==> src/rtl/mcg_pkg.sv <==
package mcg_pkg;

  localparam int COORD_BITS = 12;
  localparam int RAD_BITS   = COORD_BITS - 1;
  localparam int WIDE_BITS  = COORD_BITS + 2;

  localparam int RADIUS_BYTES = (RAD_BITS + 7) / 8;
  localparam int IN_DATA_BITS = 8 * RADIUS_BYTES;
  localparam int PIXEL_BYTES  = (2 * WIDE_BITS + 7) / 8;
  localparam int OUT_DATA_BITS = 8 * PIXEL_BYTES;

  localparam int CFG_INDEX_BITS = 1;

  localparam logic CMD_START = 1'b0;
  localparam logic CMD_STEP  = 1'b1;

  localparam logic [CFG_INDEX_BITS-1:0] REG_CENTER_X = 1'b0;
  localparam logic [CFG_INDEX_BITS-1:0] REG_CENTER_Y = 1'b1;

  localparam int SET_SIZE = 8;
  localparam int SET_IDX_BITS = 3;

  typedef struct packed {
    logic [RAD_BITS-1:0] offset_x;
    logic [RAD_BITS-1:0] offset_y;
    logic                done;
  } set_t;

  typedef struct packed {
    logic empty;
    set_t head;
  } queue_head_t;

endpackage

==> src/rtl/mcg_front.sv <==
module mcg_front (
  input  logic                               clk,
  input  logic                               rst,
  input  logic                               s_tvalid,
  output logic                               s_tready,
  input  logic [mcg_pkg::IN_DATA_BITS-1:0]   s_tdata,
  input  logic                               s_tuser,
  input  logic                               full,
  output logic                               push,
  output mcg_pkg::set_t                      push_data
);
  import mcg_pkg::*;

  logic [RAD_BITS-1:0]  offset_x, offset_x_next;
  logic [RAD_BITS-1:0]  offset_y, offset_y_next;
  logic [WIDE_BITS-1:0] decision, decision_next;
  logic [WIDE_BITS-1:0] step_east, step_east_next;
  logic [WIDE_BITS-1:0] step_southeast, step_southeast_next;
  logic                 drawing, drawing_next;
  logic                 accept;
  logic [RAD_BITS-1:0]  radius;
  logic                 done;

  assign s_tready = !full;
  assign accept   = s_tvalid && s_tready;
  assign radius   = s_tdata[RAD_BITS-1:0];

  always_comb begin
    offset_x_next       = offset_x;
    offset_y_next       = offset_y;
    decision_next       = decision;
    step_east_next      = step_east;
    step_southeast_next = step_southeast;
    drawing_next        = drawing;
    push                = 1'b0;
    if (accept) begin
      if (s_tuser == CMD_START) begin
        offset_x_next       = '0;
        offset_y_next       = radius;
        decision_next       = WIDE_BITS'(1) - {{(WIDE_BITS-RAD_BITS){1'b0}}, radius};
        step_east_next      = WIDE_BITS'(3);
        step_southeast_next = WIDE_BITS'(5)
                            - {{(WIDE_BITS-RAD_BITS-1){1'b0}}, radius, 1'b0};
        push                = 1'b1;
      end else if (drawing) begin
        if (decision[WIDE_BITS-1]) begin
          decision_next       = decision + step_east;
          step_southeast_next = step_southeast + WIDE_BITS'(2);
        end else begin
          decision_next       = decision + step_southeast;
          step_southeast_next = step_southeast + WIDE_BITS'(4);
          offset_y_next       = offset_y - RAD_BITS'(1);
        end
        step_east_next = step_east + WIDE_BITS'(2);
        offset_x_next  = offset_x + RAD_BITS'(1);
        push           = 1'b1;
      end
    end
    done = !(offset_y_next > offset_x_next);
    if (push) begin
      drawing_next = !done;
    end
    push_data.offset_x = offset_x_next;
    push_data.offset_y = offset_y_next;
    push_data.done     = done;
  end

  always_ff @(posedge clk) begin
    if (rst) begin
      offset_x       <= '0;
      offset_y       <= '0;
      decision       <= '0;
      step_east      <= '0;
      step_southeast <= '0;
      drawing        <= 1'b0;
    end else begin
      offset_x       <= offset_x_next;
      offset_y       <= offset_y_next;
      decision       <= decision_next;
      step_east      <= step_east_next;
      step_southeast <= step_southeast_next;
      drawing        <= drawing_next;
    end
  end

endmodule

==> src/rtl/mcg_queue.sv <==
module mcg_queue (
  input  logic                 clk,
  input  logic                 rst,
  input  logic                 push,
  input  mcg_pkg::set_t        push_data,
  output logic                 full,
  input  logic                 pop,
  output mcg_pkg::queue_head_t head
);
  import mcg_pkg::*;

  set_t       entries [2];
  logic       wr_ptr;
  logic       rd_ptr;
  logic [1:0] count;
  logic       do_push;
  logic       do_pop;

  assign full       = (count == 2'd2);
  assign head.empty = (count == 2'd0);
  assign head.head  = entries[rd_ptr];
  assign do_push    = push && !full;
  assign do_pop     = pop && !head.empty;

  always_ff @(posedge clk) begin
    if (do_push) begin
      entries[wr_ptr] <= push_data;
    end
  end

  always_ff @(posedge clk) begin
    if (rst) begin
      wr_ptr <= 1'b0;
      rd_ptr <= 1'b0;
      count  <= 2'd0;
    end else begin
      if (do_push) begin
        wr_ptr <= !wr_ptr;
      end
      if (do_pop) begin
        rd_ptr <= !rd_ptr;
      end
      count <= count + {1'b0, do_push} - {1'b0, do_pop};
    end
  end

endmodule

==> src/rtl/mcg_back.sv <==
module mcg_back (
  input  logic                                   clk,
  input  logic                                   rst,
  input  logic                                   cfg_write,
  input  logic [mcg_pkg::CFG_INDEX_BITS-1:0]     cfg_index,
  input  logic [mcg_pkg::COORD_BITS-1:0]         cfg_data,
  input  mcg_pkg::queue_head_t                   head,
  output logic                                   pop,
  output logic                                   m_tvalid,
  input  logic                                   m_tready,
  output logic [mcg_pkg::OUT_DATA_BITS-1:0]      m_tdata,
  output logic                                   m_tlast,
  output logic                                   m_tuser
);
  import mcg_pkg::*;

  logic [COORD_BITS-1:0]   center_x;
  logic [COORD_BITS-1:0]   center_y;
  logic [SET_IDX_BITS-1:0] pixel_idx;
  logic                    load;
  logic                    advance;
  logic [RAD_BITS-1:0]     off_a;
  logic [RAD_BITS-1:0]     off_b;
  logic [WIDE_BITS-1:0]    base_x;
  logic [WIDE_BITS-1:0]    base_y;
  logic [WIDE_BITS-1:0]    ext_a;
  logic [WIDE_BITS-1:0]    ext_b;
  logic [WIDE_BITS-1:0]    pixel_x;
  logic [WIDE_BITS-1:0]    pixel_y;
  logic                    is_last;

  assign load    = !m_tvalid || m_tready;
  assign advance = load && !head.empty;
  assign is_last = (pixel_idx == SET_IDX_BITS'(SET_SIZE - 1));
  assign pop     = advance && is_last;

  always_comb begin
    off_a   = pixel_idx[2] ? head.head.offset_y : head.head.offset_x;
    off_b   = pixel_idx[2] ? head.head.offset_x : head.head.offset_y;
    base_x  = {{(WIDE_BITS-COORD_BITS){1'b0}}, center_x};
    base_y  = {{(WIDE_BITS-COORD_BITS){1'b0}}, center_y};
    ext_a   = {{(WIDE_BITS-RAD_BITS){1'b0}}, off_a};
    ext_b   = {{(WIDE_BITS-RAD_BITS){1'b0}}, off_b};
    pixel_x = pixel_idx[1] ? base_x - ext_a : base_x + ext_a;
    pixel_y = pixel_idx[0] ? base_y - ext_b : base_y + ext_b;
  end

  always_ff @(posedge clk) begin
    if (rst) begin
      center_x <= '0;
      center_y <= '0;
    end else if (cfg_write) begin
      case (cfg_index)
        REG_CENTER_X: center_x <= cfg_data;
        REG_CENTER_Y: center_y <= cfg_data;
        default: ;
      endcase
    end
  end

  always_ff @(posedge clk) begin
    if (rst) begin
      m_tvalid  <= 1'b0;
      pixel_idx <= '0;
    end else if (load) begin
      m_tvalid <= !head.empty;
      if (advance) begin
        pixel_idx <= pixel_idx + SET_IDX_BITS'(1);
      end
    end
  end

  always_ff @(posedge clk) begin
    if (advance) begin
      m_tdata <= {{(OUT_DATA_BITS-2*WIDE_BITS){1'b0}}, pixel_y, pixel_x};
      m_tlast <= is_last;
      m_tuser <= is_last && head.head.done;
    end
  end

endmodule

==> src/rtl/midpoint_circle_generator.sv <==
// Midpoint circle rasteriser with eight-way symmetry about the centre held in
// the center_x and center_y registers. A start request (tuser low) carries a
// radius and emits the eight pixels of (0, radius); each step request (tuser
// high) makes one midpoint decision, advances x and emits eight more pixels.
// A step while no circle is open is dropped. The eighth pixel of every set
// has tlast high, and the eighth pixel of the final set has tuser high.
// Pixels leave one per cycle while the output is ready and a set is queued,
// from a single coordinate adder pair; requests are taken every cycle while
// the two-entry set queue between the decision stage and the pixel stage
// has room. Write the centre registers only while no pixels are pending.
module midpoint_circle_generator (
  input  logic                                clk,
  input  logic                                rst,
  input  logic                                s_tvalid,
  output logic                                s_tready,
  input  logic [mcg_pkg::IN_DATA_BITS-1:0]    s_tdata,   // circle_radius
  input  logic                                s_tuser,   // command
  output logic                                m_tvalid,
  input  logic                                m_tready,
  output logic [mcg_pkg::OUT_DATA_BITS-1:0]   m_tdata,   // pixel_x, pixel_y
  output logic                                m_tlast,   // last_of_set
  output logic                                m_tuser,   // circle_done
  input  logic                                cfg_valid,
  output logic                                cfg_ready,
  input  logic [mcg_pkg::CFG_INDEX_BITS-1:0]  cfg_index,
  input  logic [mcg_pkg::COORD_BITS-1:0]      cfg_data
);
  import mcg_pkg::*;

  logic        full;
  logic        push;
  set_t        push_data;
  logic        pop;
  queue_head_t head;

  assign cfg_ready = 1'b1;

  mcg_front u_front (
    .clk       (clk),
    .rst       (rst),
    .s_tvalid  (s_tvalid),
    .s_tready  (s_tready),
    .s_tdata   (s_tdata),
    .s_tuser   (s_tuser),
    .full      (full),
    .push      (push),
    .push_data (push_data)
  );

  mcg_queue u_queue (
    .clk       (clk),
    .rst       (rst),
    .push      (push),
    .push_data (push_data),
    .full      (full),
    .pop       (pop),
    .head      (head)
  );

  mcg_back u_back (
    .clk       (clk),
    .rst       (rst),
    .cfg_write (cfg_valid && cfg_ready),
    .cfg_index (cfg_index),
    .cfg_data  (cfg_data),
    .head      (head),
    .pop       (pop),
    .m_tvalid  (m_tvalid),
    .m_tready  (m_tready),
    .m_tdata   (m_tdata),
    .m_tlast   (m_tlast),
    .m_tuser   (m_tuser)
  );

endmodule
==> config.mk <==
export PLATFORM = sky130hd
export DESIGN_NAME = midpoint_circle_generator
export DESIGN_NICKNAME = d
export VERILOG_FILES = /design/src/rtl/mcg_pkg.sv /design/src/rtl/mcg_front.sv /design/src/rtl/mcg_queue.sv /design/src/rtl/mcg_back.sv /design/src/rtl/midpoint_circle_generator.sv
export SDC_FILE = /design/constraint.sdc
export NUM_CORES = 1
export LEC_CHECK = 0
export BUFFER_PORTS_ARGS = -buffer_cell sky130_fd_sc_hd__clkbuf_2
export CAP_MARGIN = 20
export CORE_MARGIN = 1.5
export CORE_UTILIZATION = 55
export CTS_CLUSTER_SIZE = 24
export DETAILED_ROUTE_END_ITERATION = 10
export PLACE_DENSITY_LB_ADDON = 0.15
export SLEW_MARGIN = 20
export SYNTH_ARGS = -nofsm -noshare
export SYNTH_HDL_FRONTEND = slang
export SYNTH_SLANG_ARGS = --single-unit
==> constraint.sdc <==
create_clock -name clk -period 3.8 [get_ports clk]
set_clock_uncertainty 0.05 [all_clocks]
set_input_delay 0.19 -clock clk [delete_from_list [all_inputs] [get_ports clk]]
set_output_delay 0.19 -clock clk [all_outputs]
set_load 0.005 [all_outputs]
-- Word-level counts from Yosys, hierarchy flattened
Memories as Yosys holds them, arrays and structs flattened. A register that Yosys moved wholly into a read port is not among the register bits.
Cells that the tools add are included.
Widths: inputs -> output; s select.
- flip-flop bits (word level): 127
- memory bits (writable): 46
- input bits: 35
- output and inout port bits: 37
- word-level logic and storage cells: 82
- memories: 1
- add/subtract/negate cells: 16
- order comparisons: 1
- equal/unequal tests: 3
- multiplexer cells: 26
- bitwise gates (word level): 1
- reductions and logical operators: 18
- memories (memory ; depth ; width ; read ports ; clocked after memory_dff ; wr ports ; RTL line ; source):
    u_queue.entries ; 2 ; 23 ; 1 ; 1 ; 1 ; mcg_queue.sv:12 ; set_t entries [2];
- operators by type and width (cell ; number):
    $mux 14 ; 10
    $mux 11 ; 9
    $add 14x14->14 ; 2
    $add 14x2->14 const B ; 2
    $add 12x11->13 ; 2
    $sub 12x11->13 ; 2
    $add 14x3->14 const B ; 1
    $sub 3x12->13 const A ; 1
    $sub 1x11->12 const A ; 1
    $add 11x1->11 const B ; 1
    $gt 11x11->1 ; 1
    $sub 11x1->11 const B ; 1
    $reduce_and 2->1 ; 4
    $mux 1 ; 7
    $logic_and 1x1->1 ; 6
    $logic_not 1->1 ; 6
    $add 3x1->3 const B ; 1
    $eq 3x3->1 const B ; 1
    $add 2x1->2 ; 1
    $eq 2x2->1 const B ; 1
    $logic_not 2->1 ; 1
    $ne 2x1->1 const B ; 1
    $sub 2x1->2 ; 1
    $logic_or 1x1->1 ; 1
    $not 1->1 ; 1

-- Logic depth before layout (Yosys ltp)
- depth in word-level cells: 7
- depth in mapped cells: 13
- mapped depth without buffers: 13

-- Hierarchy
Synthesis repeated with hierarchy kept, for this count alone.
- cell total of the unflattened synthesis: 1206
- area total of the unflattened synthesis: 10946.7 sq um
- modules (own cells, without submodules) (module ; instances ; cells an instance ; area each (sq um) ; seq. area each (sq um)):
    mcg_front ; 1 ; 604 ; 4670.7 ; 1281.2
    mcg_back ; 1 ; 502 ; 4380.5 ; 1461.4
    mcg_queue ; 1 ; 98 ; 1884.3 ; 1481.4
    midpoint_circle_generator ; 1 ; 2 ; 11.3 ; 0.0

-- Least setup slack after synthesis
OpenSTA, ideal clock, no wires.
- path type: register -> register
- start: register with a tool-made name
- end: register u_back.m_tdata[9] (netlist bit), data pin
- library setup time: 264 ps
- arrival: 2827 ps
- data required time: 3486 ps
- path slack: 659 ps
- stages on the path, launching flop included: 13
- buffers on the path: 2
- period minus slack after synthesis: 3141 ps
- cells stage by stage: dfxtp_1 > buf_2 > buf_2 > mux2i_1 > nand2_1 > o21ai_0 > ha_1 > a21o_1 > or3_1 > or2_1 > a41o_1 > a211oi_2 > xnor2_1
- RTL lines (what ; RTL line ; source):
    end signal: assignment ; mcg_back.sv:75 ; m_tdata <= {{(OUT_DATA_BITS-2*WIDE_BITS){1'b0}}, pixel_y, pixel_x};
    end: declaration ; mcg_back.sv:11 ; output logic [mcg_pkg::OUT_DATA_BITS-1:0] m_tdata,

==> flow_metrics.tcl <==
set metrics [dict create \
    outcome "completed" \
    yosys-top-cells-area "edfxtp_1, dfxtp_1, ha_1" \
    yosysUniqueCellTypes 83 \
    synthSimpleGateAreaFrac_pct 19.19 \
    final.fill_count 1676 \
    syn_area_per_cell_sq_um 8.792 \
    via_count 9025 \
    core.rowCount 51 \
    drt-total-wl_um 26050 \
    routabilityCongestion 0.8650 \
    synth_most_common_cell "nand2_1" \
    crit_top_cell "o21ai_0" \
    h-tree-depth 4 \
    timing.final.crit_share_pct 90.92 \
    ys_seq_area_share_pct 38.78 \
    cts_tree "built" \
    synth_top_family_by_area "simple AND/OR/NAND/NOR gates" \
    drt_iter0_drc 623 \
    max_slew.worst_pin.slew_ns 0.7525 \
    leakagePower_uw 0.004874 \
    cts.repair.resized 0 \
    drive_above_1_share_pct 12.94 \
    grt_pass1_vias 8442 \
    synthTopCellsByCount "nand2_1, nor2_1, dfxtp_1" \
    pre_cts_slack_ns 0.4386 \
    worstPathArrival_ns 3.56 \
    syn_inst 1239 \
    clkTransAtPathRegs_ns 0.06 \
    synth_xor_area_share_pct 5.467 \
    synth_area_sq_um 10890 \
    die_x_um 143.7 \
    max_freq_ghz 0.2894 \
    root_buffer "clkbuf_16" \
    drcViolationCount 0 \
    ys_warn_count 0 \
    globalRouteOverflowTotal 0 \
    r2r_slack_ns 0.34 \
    rsz0062_at_grt "no" \
    start_util_pct 55.97 \
    cts_buffer_depth 2 \
    dieArea_sq_um 20660 \
    worst-path-max-fanout 11 \
    finalWorstSetupSlack_ns 0.3449 \
    ir_drop_mv 0.3404 \
    ys.flop_type "dfxtp_1" \
    synthArstFlopShare_pct 0 \
    grt_max_degree 66 \
    ant_nets 0 \
    setup_violations 0 \
    slew_headroom_pct 49.73 \
    synth_edf_count 76 \
    cap_violations 0 \
    finalSetupTns_ns 0 \
    post_drt_wl_per_cell_um 16.50 \
    place_hpwl_um 19380 \
    fin_crit_ns 3.455 \
    n_antenna_cell 0 \
    synth_fa_ha_area_share_pct 10.11 \
    cp-end-kind "flip-flop" \
    io_buffer_count 61 \
    cts_setup_buffers 0 \
    ios 72 \
    drv_slew 0 \
    synthMuxAreaShare_pct 3.641 \
    synth-compound-area-share_pct 17.31 \
    grt_use_total_pct 25.92 \
    dr.pass1.iters 6 \
    clock_latency_ns 0.43 \
    nets 1421 \
    cp_slowest_cell "dfxtp_1" \
    yosys.area.top_type_share_pct 20.95 \
    multi_input_area_sq_um 6092 \
    power_density_nw_per_um2 391.8 \
    die_h_um 143.7 \
    grt_first_pass_wirelength_um 41720 \
    yosysTopAreaCell "edfxtp_1" \
    cts_buffers 17 \
    cpPeakStageDelay_ns 0.43 \
    cp-start-kind "flip-flop" \
    vias_per_cell 5.716 \
    criticalPathCategory "flip-flop to flip-flop" \
    synth-seq-cells 173 \
    seq_area_sq_um 4224 \
    final-hold-violation-count 0 \
    hp-class "primary input to flip-flop" \
    cts.sinks 173 \
    design.core.area_sq_um 19460 \
    crit_chain "buf_4, mux2i_1, nand2_1, o21ai_0, ha_1, o21ba_2, o21ai_0, a21oi_1, a211oi_1, o311ai_0, xor2_1" \
    required_ns 3.91 \
    antenna_found_initial 0 \
    area_growth_pct 11.57 \
]
-- registers in the layout, summed over array words and instances (netlist names), named ones only --
name / cells
u_back.center_x: 12
u_back.center_y: 12
u_back.m_tdata: 28
u_back.m_tlast: 1
u_back.m_tuser: 1
u_back.m_tvalid: 1
u_back.pixel_idx: 3
u_front.decision: 14
u_front.drawing: 1
u_front.offset_x: 11
u_front.offset_y: 11
u_front.step_east: 13
u_front.step_southeast: 14
u_queue.count: 2
u_queue.entries: 46
u_queue.rd_ptr: 1
u_queue.wr_ptr: 1
-- worst max-delay path, delay by kind of cell, from the launching register on --
kind | cells | cell delay (ns)
compound gates | 6 | 1.46
buf+inv | 1 | 0.26
simple gates | 1 | 0.09
xor+xnor | 1 | 0.19
flops | 1 | 0.43
mux | 1 | 0.33
fa+ha+maj | 1 | 0.38
-- timing repair --
item	4_1_cts	5_1_grt
hold endpoints to repair	21	0
setup endpoints to repair	0	0
hold buffers	12	0
-- stage by stage --
stage / instances / hold slack [ns] / total power [uW] / util, % / area (sq um)
4_1_cts: 1579 / 0.007836 / 4776 / 62.44 / 12150
3_5_place_dp: 1535 / 0.3994 / 3142 / 59.00 / 11480
5_1_grt: 1579 / 0.05035 / 4983 / 62.44 / 12150
2_1_floorplan: 1242 / 0.2760 / 2861 / - / 10900
3_3_place_gp: 1535 / 0.3911 / 3123 / 59.00 / 11480
6_report: 1579 / 0.02630 / 4762 / 62.44 / 12150
-- area by class of cell --
type                       instances  share of cell area [%]
clock buffer                      18                   3.531
clock inverter                    14                  0.9987
inverter                          89                   2.749
multi-input combinational        921                   50.13
sequential                       173                   34.76
tap                              265                   2.728
timing repair buffer              99                   5.107
-- final timing paths --
kind / cells past startpoint / to / start
worst max-delay path: 11 / u_back.m_tdata[10] / flip-flop
worst min-delay path: 3 / u_back.m_tvalid / m_tready
worst max register to register: 11 / u_back.m_tdata[10] / flip-flop
worst min register to register: 2 / u_front.decision[3] / u_front.decision[3]
-- where the power goes --
| group | switching, uW | internal [uW] | total, uW |
|---|---|---|---|
| registers | 71.1 | 2100 | 2170 |
| logic | 563 | 384 | 947 |
| clock network | 740 | 900 | 1640 |
-- placed cells by master, fill, tap and decap left out, drive strengths merged, types with 5 or more instances in the layout --
cell,n
a211oi,25
a21boi,5
a21o,10
a21oi,84
a22oi,6
a31oi,10
and2,9
and3,9
buf,27
clkbuf,78
clkinv,9
conb,5
dfxtp,97
dlygate4sd3,12
edfxtp,76
fa,5
ha,80
inv,90
mux2,17
mux2i,16
nand2,142
nand2b,16
nand3,19
nand4,15
nor2,111
nor2b,30
nor3,28
nor4,8
o211ai,10
o21a,14
o21ai,71
o22ai,8
o31ai,6
o32ai,7
or2,17
or3,9
xnor2,41
xor2,27
-- logic make-up after synthesis --
kind of cell,after synthesis
simple gates,433
compound gates,295
flops,173
buf+inv,148
fa+ha+maj,85
xor+xnor,68
mux,35
other cells,2
-- metal layers --
layer	vias up	wire [um]	part of all wire, %	track usage, %
li1	4484	-	-	-
met1	4258	11820	45	34.32
met2	247	12440	48	42.76
met3	36	1187	4.6	4.232
met4	0	598	2.3	9.398
met5	-	0	0	0
Power figures use the tool's default switching activity.
